$ cat config.mk
export PLATFORM = sky130hd
export DESIGN_NAME = rrht_edge
export DESIGN_NICKNAME = d
export VERILOG_FILES = /design/src/rtl/rrht_pkg.sv /design/src/rtl/rrht_edge.sv
export SDC_FILE = /design/constraint.sdc
export NUM_CORES = 2
export LEC_CHECK = 0
export BUFFER_PORTS_ARGS = -buffer_cell sky130_fd_sc_hd__buf_4
export CORE_UTILIZATION = 58
export CTS_CLUSTER_DIAMETER = 50
export DETAILED_ROUTE_END_ITERATION = 7
export GPL_TIMING_DRIVEN = 0
export PLACE_DENSITY = 0.73
export SLEW_MARGIN = 20
export SYNTH_ARGS = -nofsm -noshare
export SYNTH_HDL_FRONTEND = slang
export SYNTH_SLANG_ARGS = --single-unit
$ cat constraint.sdc
create_clock -name clk_i -period 15.71 [get_ports clk_i]
set_input_delay 0 -clock clk_i [delete_from_list [all_inputs] [get_ports clk_i]]
set_output_delay 0 -clock clk_i [all_outputs]
set_load 0.01 [all_outputs]
$ cat src/rtl/rrht_pkg.sv
package rrht_pkg;

  // Field and register widths
  localparam int unsigned CoordW     = 16;
  localparam int unsigned FracBitsDef = 4;
  localparam int unsigned CfgIdxW    = 2;
  localparam int unsigned NumEdges   = 4;

  // Corner: sum of three 16-bit values
  localparam int unsigned CornerW = CoordW + 2;
  // Half edge vector: negated 16-bit value
  localparam int unsigned HalfW   = CoordW + 1;
  // Point minus corner, bounded by +/-131071
  localparam int unsigned DiffW   = CoordW + 2;
  // Cross product terms
  localparam int unsigned ProdW   = HalfW + DiffW;

  typedef enum logic [CfgIdxW-1:0] {
    CFG_COS_SCALED = 2'd0,
    CFG_SIN_SCALED = 2'd1,
    CFG_CENTER_X   = 2'd2,
    CFG_CENTER_Y   = 2'd3
  } cfg_reg_e;

  // Square geometry, fixed between configuration writes.
  // Edge i runs from corner i with direction 2*h[i].
  typedef struct packed {
    logic [NumEdges-1:0][CornerW-1:0] ax;
    logic [NumEdges-1:0][CornerW-1:0] ay;
    logic [NumEdges-1:0][HalfW-1:0]   hx;
    logic [NumEdges-1:0][HalfW-1:0]   hy;
  } geom_t;

  // Load enables of the edge test stages
  typedef struct packed {
    logic ld_s2;
    logic ld_s3;
  } pipe_ctrl_t;

endpackage

$ cat src/rtl/rrht_edge.sv
module rrht_edge (
  input  logic                                  clk_i,
  input  rrht_pkg::pipe_ctrl_t                  ctrl_i,
  input  logic signed [rrht_pkg::CoordW-1:0]    px_i,
  input  logic signed [rrht_pkg::CoordW-1:0]    py_i,
  input  logic signed [rrht_pkg::CornerW-1:0]   ax_i,
  input  logic signed [rrht_pkg::CornerW-1:0]   ay_i,
  input  logic signed [rrht_pkg::HalfW-1:0]     hx_i,
  input  logic signed [rrht_pkg::HalfW-1:0]     hy_i,
  output logic                                  pass_o
);

  localparam int unsigned DW = rrht_pkg::DiffW;
  localparam int unsigned HW = rrht_pkg::HalfW;
  localparam int unsigned PW = rrht_pkg::ProdW;

  logic signed [DW-1:0] qx_d, qy_d, qx_q, qy_q;
  logic signed [PW-1:0] lhs_d, rhs_d, lhs_q, rhs_q;
  logic                 behind_d, behind_q;

  // Point relative to the edge start
  assign qx_d = DW'(px_i) - DW'(ax_i);
  assign qy_d = DW'(py_i) - DW'(ay_i);

  always_ff @(posedge clk_i) begin
    if (ctrl_i.ld_s2) begin
      qx_q <= qx_d;
      qy_q <= qy_d;
    end
  end

  // Cross product terms; behind = some component dot term negative
  assign lhs_d = PW'(hx_i) * PW'(qy_q);
  assign rhs_d = PW'(hy_i) * PW'(qx_q);
  assign behind_d = ((hx_i != '0) && (qx_q != '0) && (hx_i[HW-1] != qx_q[DW-1])) ||
                    ((hy_i != '0) && (qy_q != '0) && (hy_i[HW-1] != qy_q[DW-1]));

  always_ff @(posedge clk_i) begin
    if (ctrl_i.ld_s3) begin
      lhs_q    <= lhs_d;
      rhs_q    <= rhs_d;
      behind_q <= behind_d;
    end
  end

  // Non-negative test: left turn, or collinear and not behind the start
  assign pass_o = (lhs_q > rhs_q) || ((lhs_q == rhs_q) && !behind_q);

endmodule

==> results.txt <==
- The clock tree synthesis step divided the H-tree into 3 levels.
- Gates resized, CTS repair: 0
* Total via count after detailed routing: 20,900
* Final clock period utilization by the worst path: about half
* Detailed-route wire length per cell: 18.3 µm
* Final Routed Wirelength: 69,100 µm
- DRT antenna net count: 0
* Startpoint Class: flop
* Setup repair after global routing missed its margin: false
* # IOs: 106
- Post-DP HPWL: just under 60,000 µm
- Measured against its own limit, the worst slew margin works out to 40.8%.
- With fillers left out, the area of the finished cells amounts to 0.0306 mm².
- Number of instances in the synthesized netlist: 3,017
- Counting I/O delays and the setup requirement, the final critical path takes 7.87 ns.
* Clock tree from TritonCTS: built
* Global-route wire length before repair: roughly 110,000 µm
- Clock-pin slew was measured on the worst setup and hold paths at 0.08 ns.
- Critical path capture point type: flop
- Total iterations of the first detailed-routing run: 5
- Outcome: finished clean
- Counting every sink on the clock net gives 107.
- The post-route netlist has under 10% of its cells at a drive strength greater than 1.
* Post-CTS repair timing setup buffer count: 0
- Max-capacitance violation count: 0
- The number of clock buffers added by TritonCTS is 9.
* Number of pins exceeding their max-slew limit in the final report: 0
- Cell area after placement: around 0.03 mm²
* DRC marker count from the first detailed-route iteration: 1,318
- Post-Synthesis Net Count: about 4,000
- Width of the die: 225 µm
* Area inside the core boundary: 0.0490 mm²
- Synthesis Warnings: 0
* Worst min-delay path class: in -> reg
- Hold is met by between 0.03 and 0.04 ns.
* Die area: 0.0505 mm²
- STA puts the critical path data arrival time at 7.97 ns.
- Worst Path Required: 15.81 ns
* Post-synthesis area per instance: approximately 9.5 µm²
- At the end of the flow the core is filled with cells to 62.5%.
- Hold repair after CTS inserted 0 buffers.
* Final hold violation count: 0
- Drt via density: roughly 5.5
* Sequential area share after synthesis: 11.2%
- The initial utilization of the core area, before any placement, comes to 58.8%.
* Synthesis-stage register bit count: 107
- In this run the worst path has a maximum fanout of 10.
- Total GRT Usage: 29.1%
- The count of buffers added on input and output ports is 86.
* Number of flops mapped to enable cells by yosys: 107
* Primary flip-flop cell chosen by synthesis mapping: sky130_fd_sc_hd__edfxtp_1
- In this run the cell area of the synthesized design comes to 0.0288 mm².
- Entering global routing, the biggest net connects 72 pins.
- Nets: 4,086
* Worst slew pin tran: 0.888 ns
* Share of synthesized registers carrying an async set or reset: 0%
* Gpl congestion: 0.959
- At the later pin of the worst-skew pair, clock insertion delay measures 0.37 ns.
* TNS Setup: 0 ns
* Final clock skew: 0.00952 ns
* Area Overhead vs Synth: 6.17%
- Classification of the worst setup path: reg -> reg
- Derived from the worst setup path, the maximum achievable clock frequency is roughly 130 MHz.
* Initial antenna violation count: 3
- The floorplan step set the die height to 225 µm.
* Total congestion overflow after global routing: 0
* Antenna Cells: 0
- FP Rows: 81
- In this run the clock root is driven by a sky130_fd_sc_hd__clkbuf_16.
* Via count of the first global-routing pass: 22,600
- After synthesis, the netlist uses 69 different library cells.
* Bufs on Longest Clock Path: 2
* Residual DRC: 0
- Final setup violation count: 0
[per-layer routing]
metal / track usage [%] / share of wire (%) / vias to the layer above / wire [µm]
met3: 5.40 / 7.9 / 148 / 5490
li1: - / - / 9342 / -
met2: 49.4 / 49 / 777 / 33900
met1: 37.9 / 40 / 10600 / 27400
met4: 9.24 / 3.3 / 2 / 2250
met5: 0 / 0.019 / - / 13
[Yosys cell counts (all sizes together), types with 23 or more instances]
cell	number	area share, %
nand2	313	4.1
xor2	27	0.82
inv	726	9.5
nor2	90	1.2
clkbuf	96	1.3
edfxtp	107	11
xnor2	68	2.1
nor3	23	0.40
ha	243	11
and2	299	6.5
a21oi	64	1.1
a21o	43	1.1
fa	624	43
o21ai	44	0.76
o21a	24	0.63
[area by class of cell]
cell class,instances,area [µm²]
Buffer,103,387
Clock buffer,9,225
Clock inverter,7,75.1
Fill cell,4187,18400
Inverter,727,2730
Multi-Input combinational cell,2080,22500
Sequential cell,107,3210
Tap cell,664,831
Timing Repair Buffer,86,646
[critical path: stages (launching register included)]
cell,delay [ns]
sky130_fd_sc_hd__edfxtp_1,0.32
sky130_fd_sc_hd__clkbuf_1,0.50
sky130_fd_sc_hd__clkbuf_1,0.54
sky130_fd_sc_hd__nand2_1,0.20
sky130_fd_sc_hd__inv_1,0.17
sky130_fd_sc_hd__fa_1,0.53
sky130_fd_sc_hd__fa_1,0.88
sky130_fd_sc_hd__fa_1,0.54
sky130_fd_sc_hd__fa_1,0.53
sky130_fd_sc_hd__fa_1,0.50
sky130_fd_sc_hd__inv_1,0.05
sky130_fd_sc_hd__fa_1,0.47
sky130_fd_sc_hd__inv_1,0.04
sky130_fd_sc_hd__ha_1,0.36
sky130_fd_sc_hd__nand3_1,0.10
sky130_fd_sc_hd__nor2_1,0.38
sky130_fd_sc_hd__nand2_1,0.09
sky130_fd_sc_hd__o311ai_1,0.68
sky130_fd_sc_hd__o31ai_2,0.22
sky130_fd_sc_hd__o2111ai_1,0.24
sky130_fd_sc_hd__a21oi_1,0.10
sky130_fd_sc_hd__xnor2_1,0.15
[cell usage in the layout (no fill, tap or decap), types with 5 or more instances in the layout]
master                      instances
sky130_fd_sc_hd__and3_1            10
sky130_fd_sc_hd__inv_1            726
sky130_fd_sc_hd__nor3_1            23
sky130_fd_sc_hd__fa_1             624
sky130_fd_sc_hd__o21bai_1           8
sky130_fd_sc_hd__clkbuf_1          96
sky130_fd_sc_hd__nand2_1          313
sky130_fd_sc_hd__buf_4             86
sky130_fd_sc_hd__xor2_1            27
sky130_fd_sc_hd__a211oi_1           9
sky130_fd_sc_hd__nor4_1            18
sky130_fd_sc_hd__edfxtp_1         107
sky130_fd_sc_hd__nand3_1           21
sky130_fd_sc_hd__a31oi_1           11
sky130_fd_sc_hd__xnor2_1           68
sky130_fd_sc_hd__nand2b_1          19
sky130_fd_sc_hd__o21a_1            24
sky130_fd_sc_hd__nand4_1           21
sky130_fd_sc_hd__a21oi_1           64
sky130_fd_sc_hd__ha_1             243
sky130_fd_sc_hd__nor2b_1           19
sky130_fd_sc_hd__o2111ai_1          6
sky130_fd_sc_hd__a21o_1            42
sky130_fd_sc_hd__buf_1              7
sky130_fd_sc_hd__o21ai_0           42
sky130_fd_sc_hd__or3_1              5
sky130_fd_sc_hd__and2_1           299
sky130_fd_sc_hd__clkbuf_16          9
sky130_fd_sc_hd__or2_2              5
sky130_fd_sc_hd__nor2_1            90
[logic make-up after synthesis]
kind of cell / count (synthesis) / share of synthesized area (%)
adders and majority gates: 867 / 53.9
DFF: 107 / 11.2
and+or+nand+nor: 860 / 15.1
muxes: 1 / 0.0348
AOI/OAI and AO/OA: 257 / 6.05
xor gates and xnor gates: 95 / 2.89
buffers and inverters: 830 / 10.8
[flip-flops by register name (all words and copies together), names as in the netlist]
register,cells
behind_q,1
lhs_q,35
qx_q,18
qy_q,18
rhs_q,35
[path summary, 6_finish.rpt]
| kind | to | start | cells after the start | slack (ns) |
|---|---|---|---|---|
| min | qy_q[0] | ay_i[0] | 3 | 0.04 |
| min reg2reg | lhs_q[0] | qy_q[0] | 1 | 1.09 |
| max reg2reg | rhs_q[34] | qx_q[17] | 21 | 7.84 |
| max | rhs_q[34] | qx_q[17] | 21 | 7.84 |
[metrics by stage]
stage | setup slack [ns] | instances
after detailed placement | 8.13 | 3767
after floorplan | 9.30 | 3017
after CTS | 8.09 | 3783
final | 7.84 | 3783
after global placement | 8.17 | 3767
after global routing | 7.59 | 3783
Power is left out: the tool's default activity adds up to more than one toggle a clock period on the data nets, which glitch-free logic cannot reach.
